`src/rtl/ecd_pkg.sv`:
```
// shared constants for the epoch seconds to calendar date pipeline
// no dependencies; imported by every module of the block
`default_nettype none

package ecd_pkg;

  localparam int SECONDS_WIDTH_DEF = 34;

  // output field widths
  localparam int YEAR_W   = 12;
  localparam int MONTH_W  = 4;
  localparam int DAY_W    = 5;
  localparam int HOUR_W   = 5;
  localparam int MINUTE_W = 6;
  localparam int SECOND_W = 6;

  // 86400 = 128 * 675: low 7 bits pass by, the rest goes through long division
  localparam int DAY_SHIFT = 7;
  localparam int DAY_DIV   = 675;
  localparam int SOD_W     = 17;
  localparam int BITS_PER_STAGE = 4;

  // days from 0000-03-01 to 1970-01-01
  localparam int CIVIL_OFFSET = 719468;
  localparam logic [17:0] DAYS_PER_ERA = 18'd146097;

  // reciprocal constants: q = (x * M) >> S is exact over the input range
  localparam int S_HOUR = 29;
  localparam logic [17:0] M_HOUR = 18'((64'd1 << S_HOUR) / 64'd3600 + 64'd1);
  localparam int S_D1460 = 29;
  localparam logic [18:0] M_D1460 = 19'((64'd1 << S_D1460) / 64'd1460 + 64'd1);
  localparam int S_D36524 = 34;
  localparam logic [18:0] M_D36524 = 19'((64'd1 << S_D36524) / 64'd36524 + 64'd1);
  localparam int S_D146096 = 36;
  localparam logic [18:0] M_D146096 = 19'((64'd1 << S_D146096) / 64'd146096 + 64'd1);
  localparam int S_D365 = 27;
  localparam logic [18:0] M_D365 = 19'((64'd1 << S_D365) / 64'd365 + 64'd1);
  localparam int S_D60 = 18;
  localparam logic [12:0] M_D60 = 13'((64'd1 << S_D60) / 64'd60 + 64'd1);
  localparam int S_D100 = 16;
  localparam logic [9:0] M_D100 = 10'((64'd1 << S_D100) / 64'd100 + 64'd1);
  localparam int S_D153 = 19;
  localparam logic [11:0] M_D153 = 12'((64'd1 << S_D153) / 64'd153 + 64'd1);

  // first day of month index mp (march = 0) within the march-based year
  function automatic logic [8:0] month_start(input logic [3:0] mp);
    logic [8:0] r;
    begin
      unique case (mp)
        4'd0:    r = 9'd0;
        4'd1:    r = 9'd31;
        4'd2:    r = 9'd61;
        4'd3:    r = 9'd92;
        4'd4:    r = 9'd122;
        4'd5:    r = 9'd153;
        4'd6:    r = 9'd184;
        4'd7:    r = 9'd214;
        4'd8:    r = 9'd245;
        4'd9:    r = 9'd275;
        4'd10:   r = 9'd306;
        4'd11:   r = 9'd337;
        default: r = 9'd0;
      endcase
      return r;
    end
  endfunction

endpackage

`default_nettype wire

```
`src/rtl/ecd_daydiv.sv`:
```
// pipelined restoring division of epoch seconds into whole days and second of day
// depends on ecd_pkg
`default_nettype none

module ecd_daydiv #(
  parameter int SECONDS_WIDTH = ecd_pkg::SECONDS_WIDTH_DEF
) (
  input  wire logic                       clk,
  input  wire logic                       rst,
  input  wire logic                       en,
  input  wire logic                       in_valid,
  input  wire logic [SECONDS_WIDTH-1:0]   seconds,
  output logic                            out_valid,
  output logic [SECONDS_WIDTH-17:0]       days,
  output logic [ecd_pkg::SOD_W-1:0]       sod
);
  import ecd_pkg::*;

  localparam int NW = SECONDS_WIDTH - DAY_SHIFT;
  localparam int NS = (NW + BITS_PER_STAGE - 1) / BITS_PER_STAGE;
  localparam int PW = NS * BITS_PER_STAGE;
  localparam int DW = SECONDS_WIDTH - 16;

  logic [PW-1:0]        wk  [NS+1];
  logic [9:0]           rm  [NS+1];
  logic [DAY_SHIFT-1:0] lo  [NS+1];
  logic                 vld [NS+1];

  assign wk[0]  = PW'(seconds[SECONDS_WIDTH-1:DAY_SHIFT]);
  assign rm[0]  = '0;
  assign lo[0]  = seconds[DAY_SHIFT-1:0];
  assign vld[0] = in_valid;

  for (genvar g = 0; g < NS; g++) begin : g_stage
    logic [9:0]    r;
    logic [PW-1:0] w;
    logic [10:0]   t;

    // four quotient bits per stage, dividend shifts out the top
    always_comb begin
      r = rm[g];
      w = wk[g];
      t = '0;
      for (int b = 0; b < BITS_PER_STAGE; b++) begin
        t = {r, w[PW-1]};
        w = {w[PW-2:0], 1'b0};
        if (t >= 11'(DAY_DIV)) begin
          t = t - 11'(DAY_DIV);
          w[0] = 1'b1;
        end
        r = t[9:0];
      end
    end

    always_ff @(posedge clk) begin
      if (rst) begin
        vld[g+1] <= 1'b0;
      end else if (en) begin
        vld[g+1] <= vld[g];
      end
    end

    always_ff @(posedge clk) begin
      if (en) begin
        wk[g+1] <= w;
        rm[g+1] <= r;
        lo[g+1] <= lo[g];
      end
    end
  end

  assign out_valid = vld[NS];
  assign days      = wk[NS][DW-1:0];
  assign sod       = {rm[NS], lo[NS]};

endmodule

`default_nettype wire

```
`src/rtl/ecd_civil.sv`:
```
// pipeline from day count and second of day to calendar date and time of day
// depends on ecd_pkg
`default_nettype none

module ecd_civil #(
  parameter int SECONDS_WIDTH = ecd_pkg::SECONDS_WIDTH_DEF
) (
  input  wire logic                          clk,
  input  wire logic                          rst,
  input  wire logic                          en,
  input  wire logic                          in_valid,
  input  wire logic [SECONDS_WIDTH-17:0]     days,
  input  wire logic [ecd_pkg::SOD_W-1:0]     sod,
  output logic                               out_valid,
  output logic [ecd_pkg::YEAR_W-1:0]         year,
  output logic [ecd_pkg::MONTH_W-1:0]        month,
  output logic [ecd_pkg::DAY_W-1:0]          day_of_month,
  output logic [ecd_pkg::HOUR_W-1:0]         hour,
  output logic [ecd_pkg::MINUTE_W-1:0]       minute,
  output logic [ecd_pkg::SECOND_W-1:0]       second
);
  import ecd_pkg::*;

  localparam int DW = SECONDS_WIDTH - 16;
  localparam int ZW = ((DW > 20) ? DW : 20) + 1;
  localparam int EW = ZW - 17;
  localparam int YW = EW + 10;
  localparam int S_ERA = ZW + 18;
  localparam logic [ZW:0] M_ERA = (ZW+1)'((64'd1 << S_ERA) / 64'd146097 + 64'd1);

  logic [6:0] v;

  // stage 1
  logic [ZW-1:0]    z1;
  logic [SOD_W-1:0] sod1;
  // stage 2
  logic [ZW-1:0]    z2;
  logic [EW-1:0]    era2;
  logic [SOD_W-1:0] sod2;
  logic [4:0]       hr2;
  // stage 3
  logic [17:0]      doe3;
  logic [EW-1:0]    era3;
  logic [11:0]      ms3;
  logic [4:0]       hr3;
  // stage 4
  logic [17:0]      yn4, doe4;
  logic [EW-1:0]    era4;
  logic [11:0]      ms4;
  logic [5:0]       mi4;
  logic [4:0]       hr4;
  // stage 5
  logic [8:0]       yoe5;
  logic [17:0]      doe5;
  logic [EW-1:0]    era5;
  logic [5:0]       sc5, mi5;
  logic [4:0]       hr5;
  // stage 6
  logic [8:0]       doy6, yoe6;
  logic [EW-1:0]    era6;
  logic [5:0]       sc6, mi6;
  logic [4:0]       hr6;
  // stage 7
  logic [3:0]       mp7;
  logic [8:0]       doy7, yoe7;
  logic [EW-1:0]    era7;
  logic [5:0]       sc7, mi7;
  logic [4:0]       hr7;

  logic [2*ZW:0]    p_era;
  logic [34:0]      p_hour;
  logic [ZW-1:0]    era_days;
  logic [36:0]      p_1460, p_36524, p_146096, p_365;
  logic [24:0]      p_60;
  logic [18:0]      p_100;
  logic [17:0]      yr365;
  logic [10:0]      x153;
  logic [22:0]      p_153;
  logic [8:0]       doy0;
  logic [3:0]       mon8;
  logic [YW-1:0]    yr8;

  assign p_era    = z1 * M_ERA;
  assign p_hour   = sod1 * M_HOUR;
  assign era_days = ZW'(era2) * ZW'(DAYS_PER_ERA);
  assign p_1460   = doe3 * M_D1460;
  assign p_36524  = doe3 * M_D36524;
  assign p_146096 = doe3 * M_D146096;
  assign p_60     = ms3 * M_D60;
  assign p_365    = yn4 * M_D365;
  assign p_100    = yoe5 * M_D100;
  assign yr365    = 18'(yoe5) * 18'd365;
  assign x153     = 11'(doy6) * 11'd5 + 11'd2;
  assign p_153    = x153 * M_D153;
  assign doy0     = month_start(mp7);
  // march-based months: mp 10 and 11 are january and february of the next year
  assign mon8     = (mp7 < 4'd10) ? mp7 + 4'd3 : mp7 - 4'd9;
  assign yr8      = YW'(era7) * YW'(400) + YW'(yoe7) + YW'(mp7 >= 4'd10);

  always_ff @(posedge clk) begin
    if (rst) begin
      v         <= '0;
      out_valid <= 1'b0;
    end else if (en) begin
      v         <= {v[5:0], in_valid};
      out_valid <= v[6];
    end
  end

  always_ff @(posedge clk) begin
    if (en) begin
      z1   <= ZW'(days) + ZW'(CIVIL_OFFSET);
      sod1 <= sod;

      z2   <= z1;
      era2 <= p_era[S_ERA +: EW];
      sod2 <= sod1;
      hr2  <= p_hour[S_HOUR +: 5];

      doe3 <= 18'(z2 - era_days);
      era3 <= era2;
      ms3  <= 12'(sod2 - SOD_W'(hr2) * SOD_W'(3600));
      hr3  <= hr2;

      // year of era with leap days removed
      yn4  <= doe3 - 18'(p_1460[S_D1460 +: 7]) + 18'(p_36524[S_D36524 +: 3])
              - 18'(p_146096[S_D146096]);
      doe4 <= doe3;
      era4 <= era3;
      ms4  <= ms3;
      mi4  <= p_60[S_D60 +: 6];
      hr4  <= hr3;

      yoe5 <= p_365[S_D365 +: 9];
      doe5 <= doe4;
      era5 <= era4;
      sc5  <= 6'(ms4 - 12'(mi4) * 12'd60);
      mi5  <= mi4;
      hr5  <= hr4;

      doy6 <= 9'(doe5 - (yr365 + 18'(yoe5[8:2]) - 18'(p_100[S_D100 +: 2])));
      yoe6 <= yoe5;
      era6 <= era5;
      sc6  <= sc5;
      mi6  <= mi5;
      hr6  <= hr5;

      mp7  <= p_153[S_D153 +: 4];
      doy7 <= doy6;
      yoe7 <= yoe6;
      era7 <= era6;
      sc7  <= sc6;
      mi7  <= mi6;
      hr7  <= hr6;

      year         <= yr8[YEAR_W-1:0];
      month        <= mon8;
      day_of_month <= DAY_W'(doy7 - doy0 + 9'd1);
      hour         <= hr7;
      minute       <= mi7;
      second       <= sc7;
    end
  end

endmodule

`default_nettype wire

```
`src/rtl/epoch_seconds_to_calendar_date_top.sv`:
```
// Epoch seconds to Gregorian date and time of day.
// Slave channel s_*: one beat carries a count of seconds since 1970-01-01 00:00:00.
// Master channel m_*: one beat per input with year, month, day, hour, minute, second.
// The whole block is one pipeline under a common enable: a new beat may enter
// in every cycle unless the output stalls, so throughput is one beat per cycle.
// The day division takes ceil((SECONDS_WIDTH - 7) / 4) stages, 7 at the default
// width of 34 bits (four quotient bits per stage), then eight stages do the
// era, year, month and time-of-day arithmetic.
// When the receiver holds m_tready low with m_tvalid high, every stage freezes
// and s_tready drops in the same cycle; nothing is lost or repeated, and the
// pipeline resumes where it stopped.
// Synchronous reset clears all valid bits; data registers are not cleared.
// Years past 4095 (possible only at widths above 34) wrap to their low 12 bits.
// Depends on ecd_pkg, ecd_daydiv and ecd_civil.
`default_nettype none

module epoch_seconds_to_calendar_date_top #(
  parameter int SECONDS_WIDTH = ecd_pkg::SECONDS_WIDTH_DEF
) (
  input  wire logic                                  clk,
  input  wire logic                                  rst,
  input  wire logic                                  s_tvalid,
  output logic                                       s_tready,
  // seconds_since_epoch from bit 0, zero padded to whole bytes
  input  wire logic [((SECONDS_WIDTH+7)/8)*8-1:0]    s_tdata,
  output logic                                       m_tvalid,
  input  wire logic                                  m_tready,
  // year[11:0], month[15:12], day_of_month[20:16], hour[25:21],
  // minute[31:26], second[37:32], zero [39:38]
  output logic [39:0]                                m_tdata
);
  import ecd_pkg::*;

  localparam int DW = SECONDS_WIDTH - 16;

  logic                  en;
  logic                  dv;
  logic [DW-1:0]         days;
  logic [SOD_W-1:0]      sod;
  logic [YEAR_W-1:0]     year;
  logic [MONTH_W-1:0]    month;
  logic [DAY_W-1:0]      day_of_month;
  logic [HOUR_W-1:0]     hour;
  logic [MINUTE_W-1:0]   minute;
  logic [SECOND_W-1:0]   second;

  assign en       = !m_tvalid || m_tready;
  assign s_tready = en;

  ecd_daydiv #(
    .SECONDS_WIDTH(SECONDS_WIDTH)
  ) u_daydiv (
    .clk       (clk),
    .rst       (rst),
    .en        (en),
    .in_valid  (s_tvalid),
    .seconds   (s_tdata[SECONDS_WIDTH-1:0]),
    .out_valid (dv),
    .days      (days),
    .sod       (sod)
  );

  ecd_civil #(
    .SECONDS_WIDTH(SECONDS_WIDTH)
  ) u_civil (
    .clk          (clk),
    .rst          (rst),
    .en           (en),
    .in_valid     (dv),
    .days         (days),
    .sod          (sod),
    .out_valid    (m_tvalid),
    .year         (year),
    .month        (month),
    .day_of_month (day_of_month),
    .hour         (hour),
    .minute       (minute),
    .second       (second)
  );

  assign m_tdata = {2'b00, second, minute, hour, day_of_month, month, year};

  a_month_range: assert property (@(posedge clk) disable iff (rst)
    m_tvalid |-> (month >= 4'd1 && month <= 4'd12))
    else $error("month out of range");

  a_day_range: assert property (@(posedge clk) disable iff (rst)
    m_tvalid |-> (day_of_month >= 5'd1 && day_of_month <= 5'd31))
    else $error("day of month out of range");

  a_february: assert property (@(posedge clk) disable iff (rst)
    (m_tvalid && month == 4'd2) |-> day_of_month <= 5'd29)
    else $error("february day past 29");

  a_time_range: assert property (@(posedge clk) disable iff (rst)
    m_tvalid |-> (hour < 5'd24 && minute < 6'd60 && second < 6'd60))
    else $error("time of day out of range");

endmodule

`default_nettype wire
```
`config.mk`:
```
export PLATFORM = sky130hd
export DESIGN_NAME = epoch_seconds_to_calendar_date_top
export DESIGN_NICKNAME = d
export VERILOG_FILES = /design/src/rtl/ecd_pkg.sv /design/src/rtl/ecd_daydiv.sv /design/src/rtl/ecd_civil.sv /design/src/rtl/epoch_seconds_to_calendar_date_top.sv
export SDC_FILE = /design/constraint.sdc
export NUM_CORES = 2
export LEC_CHECK = 0
export CAP_MARGIN = 25
export CORE_ASPECT_RATIO = 1.75
export CORE_MARGIN = 2
export CORE_UTILIZATION = 25
export DETAILED_ROUTE_END_ITERATION = 8
export DONT_BUFFER_PORTS = 1
export SLEW_MARGIN = 20
export SYNTH_ARGS = -nofsm -noshare
export SYNTH_HDL_FRONTEND = slang
export SYNTH_SLANG_ARGS = --single-unit
export TNS_END_PERCENT = 5
```
`constraint.sdc`:
```
create_clock -name clk -period 31.4 [get_ports clk]
set_clock_uncertainty 0.05 [all_clocks]
set_input_delay 6.28 -clock clk [delete_from_list [all_inputs] [get_ports clk]]
set_output_delay 6.28 -clock clk [all_outputs]
set_load 0.005 [all_outputs]
```
==> results by group <==
Outcome
  – Outcome: complete, no violations

Setup path
  – Reg2reg setup slack: 19.45 ns
  – WP data required: 25.07 ns
  – Terminus of the critical flop-to-flop path: u_civil.yn4[16]
  – WP data arrival: 7.19 ns
  – Worst-path cell chain: nor2b_1, buf_4, inv_8
  – Startpoint Class: primary input
  – CP Capture Type: output port
  – Crit path max fanout: 89
  – Slowest cell on the critical path: inv_8
  – Slowest stage delay, CP: 0.52 ns
  – Reg2Reg Depth: 38
  – Worst reg2reg startpoint: u_civil.doe3[14]
  – WS Path Type: primary input to output port

Placement
  – Dpl cell area: 64,700 um2
  – Placer Congestion: 0.917
  – PortBufs: 0
  – Hpwl dp: 111,000 um
  – Pre-CTS WS: 17.90 ns

Logic synthesis
  – Warnings from Yosys: 0
  – Synth top area share: 27.6%
  – Async SR Flop Fraction: 0%
  – Area leader, netlist: edfxtp_1
  – Netlist cell types: 110
  – Area contributors post-synth: edfxtp_1 (28%), ha_1 (23%), fa_1 (21%), inv_1 (7.5%), xnor2_1 (3.2%)
  – Mapped Area: 60,900 um2
  – Synth Register Bits: 580
  – Post-Syn Area per Cell: 11.2 um2
  – Post-synth EDFFs: 560
  – Register area share after synthesis: 28.3%
  – Gate Count Post-Synth: 5,463
  – Primary FF master, synth: edfxtp_1

Clocking
  – Post-CTS Hold Fix Bufs: 0
  – CTS sink count: 580
  – Clock buffer depth: 3
  – Htree depth: 3
  – Cts bufs inserted: 68
  – Post-CTS setup buffer count: 0
  – Post-CTS resize count: 0
  – Clock Pin Slew Worst Setup and Hold Paths: 0.06 ns
  – CTS tree: built
  – Root Driver: clkbuf_16
  – Clk_lat worst skew: 0.65 ns

Drt
  – Vias per cell: 4.46
  – TritonRoute pass-1 iters: 6
  – Routed wire length: 135,000 um
  – Post-DRT Antenna Nets: 0
  – Routed met3 length: 3520 um
  – Wire length per cell: 15.5 um
  – DRT iter0 DRCs: 1,538
  – Remaining DRCs: 0
  – Highest metal used: met5
  – DR WL met2: 76,900 um
  – Total number of vias: 38,600
  – Metal-1 WL: 45,300 um

Die
  – Core Area: 242,000 um2
  – Cell row count: 239
  – Die height: 657 um
  – Initial Util: 25.2%
  – Number of top-level pins: 86
  – Die ar.: 248,000 um2
  – Die Wd: 377 um

Hold path
  – Hold Startpoint: u_daydiv.lo[13]
  – Hold Crit Class: flop to flop
  – Worst-case hold path end point: u_daydiv.sod[6]
  – Hold Crit Depth: 0

STA
  – Max frequency: 74.0 MHz
  – Final period util: 43.0%
  – Slew HR: 31.2%
  – RSZ-0062 raised after global routing: no
  – Max Transition Viols Final: 0
  – Tmin final: 13.52 ns
  – Final Hold Fails: 0
  – Final setup viols: 0
  – Setup TNS: 0 ns
  – Worst-Margin Slew: 1.02 ns
  – Setup ws final: 17.88 ns

Final layout
  – Commonest non-fill, non-tap cell in the layout: inv_1
  – Commonest cells after routing, fill and taps aside: inv_1 (1,210), ha_1 (1,109), fa_1 (634)
  – Final Cell Area: 67,000 um2
  – Total Nets Final: 7,270
  – Layout cells sized above 1: 4.12%
  – Syn-to-layout area delta: 9.92%
  – Filler cells: 25,100

GRT
  – GRT Total Usage: 11.2%
  – Largest net degree at the start of global routing: 90
  – First-pass GRT wire length: 221,000 um
  – Grt total ovfl: 0
  – Initial antenna violation count: 6
  – Vias in the first global route: 42,700

Run
  – Max-cap viol count: 0
[worst max-delay path by stage]
stage             start       end  slack [ns]
4_1_cts        m_tready  s_tready       17.90
3_3_place_gp   m_tready  s_tready       17.91
5_1_grt        m_tready  s_tready       17.83
6_report       m_tready  s_tready       17.88
3_5_place_dp   m_tready  s_tready       17.90
2_1_floorplan  m_tready  s_tready        3.09
[synth_stat cells, drive strengths merged (18+ instances only)]
cell    instances
a211oi         25
a21boi         18
a21o           80
a21oi         182
a31oi          23
and2           18
and3           26
buf            21
clkbuf         53
dfxtp          20
edfxtp        560
fa            634
ha           1109
inv          1212
mux2           22
mux2i          26
nand2         166
nand2b         28
nand3          55
nand4          27
nor2          205
nor2b          33
nor3           76
nor4           25
o211ai         19
o21a           34
o21ai         128
o21bai         18
o31ai          23
or2            23
or3            18
xnor2         224
xor2           61
[sequential cells by signal, summed over array words and instances, names as in the netlist, 12 cells and up]
signal and count:
u_daydiv.g_stage.w 92, u_daydiv.rm 50, u_daydiv.lo 42, u_daydiv.wk 24, u_civil.z1 19, u_civil.doe3 18, u_civil.yn4 18, u_civil.z2 18
u_daydiv.days 18, u_civil.sod1 17, u_daydiv.sod 17, u_civil.ms3 12, u_civil.sod2 12, u_civil.year 12
[metrics by stage]
stage	cells	utilization, %	hold slack (ns)
floorplan	5464	-	0.350
global placement	8546	26.7	0.350
detailed placement	8546	26.7	0.355
CTS	8667	27.6	0.352
global route	8668	27.6	0.354
finish	8668	27.6	0.349
[layout make-up]
class | instances | area [um2] | share of cell area [%]
multi-input cells | 3598 | 38800 | 58.0
flip-flops and latches | 580 | 17200 | 25.7
inverters | 1212 | 4560 | 6.80
well taps | 3133 | 3920 | 5.85
clock buffers | 75 | 1770 | 2.64
clock inverters | 46 | 493 | 0.736
repair buffers | 23 | 173 | 0.258
diodes | 1 | 2.50 | 0.00374
[kinds of logic (layout without fill, tap and decap cells)]
kind of cell / Yosys count / in the layout / share of synthesized area (%)
fa+ha+maj: 1743 / 1743 / 43.6
buf+inv: 1286 / 1356 / 8.01
compound gates: 764 / 764 / 8.97
simple gates: 755 / 755 / 6.16
flops: 580 / 580 / 28.3
xor+xnor: 286 / 286 / 4.15
mux: 48 / 48 / 0.840
other cells: 1 / 3 / 0.00616
[critical path, delay by kind of cell]
kind,cells,cell delay [ns]
buf+inv,2,0.73
simple gates,1,0.02
[layer usage]
layer | vias to the layer above | global-route usage [%]
met5 | - | 0
met4 | 6 | 6.66
met3 | 357 | 1.44
met2 | 640 | 22.6
met1 | 19100 | 10.3
li1 | 18500 | -
Power is not shown: default switching activity piles up to over one toggle a cycle in this logic, so the estimate is an artifact.
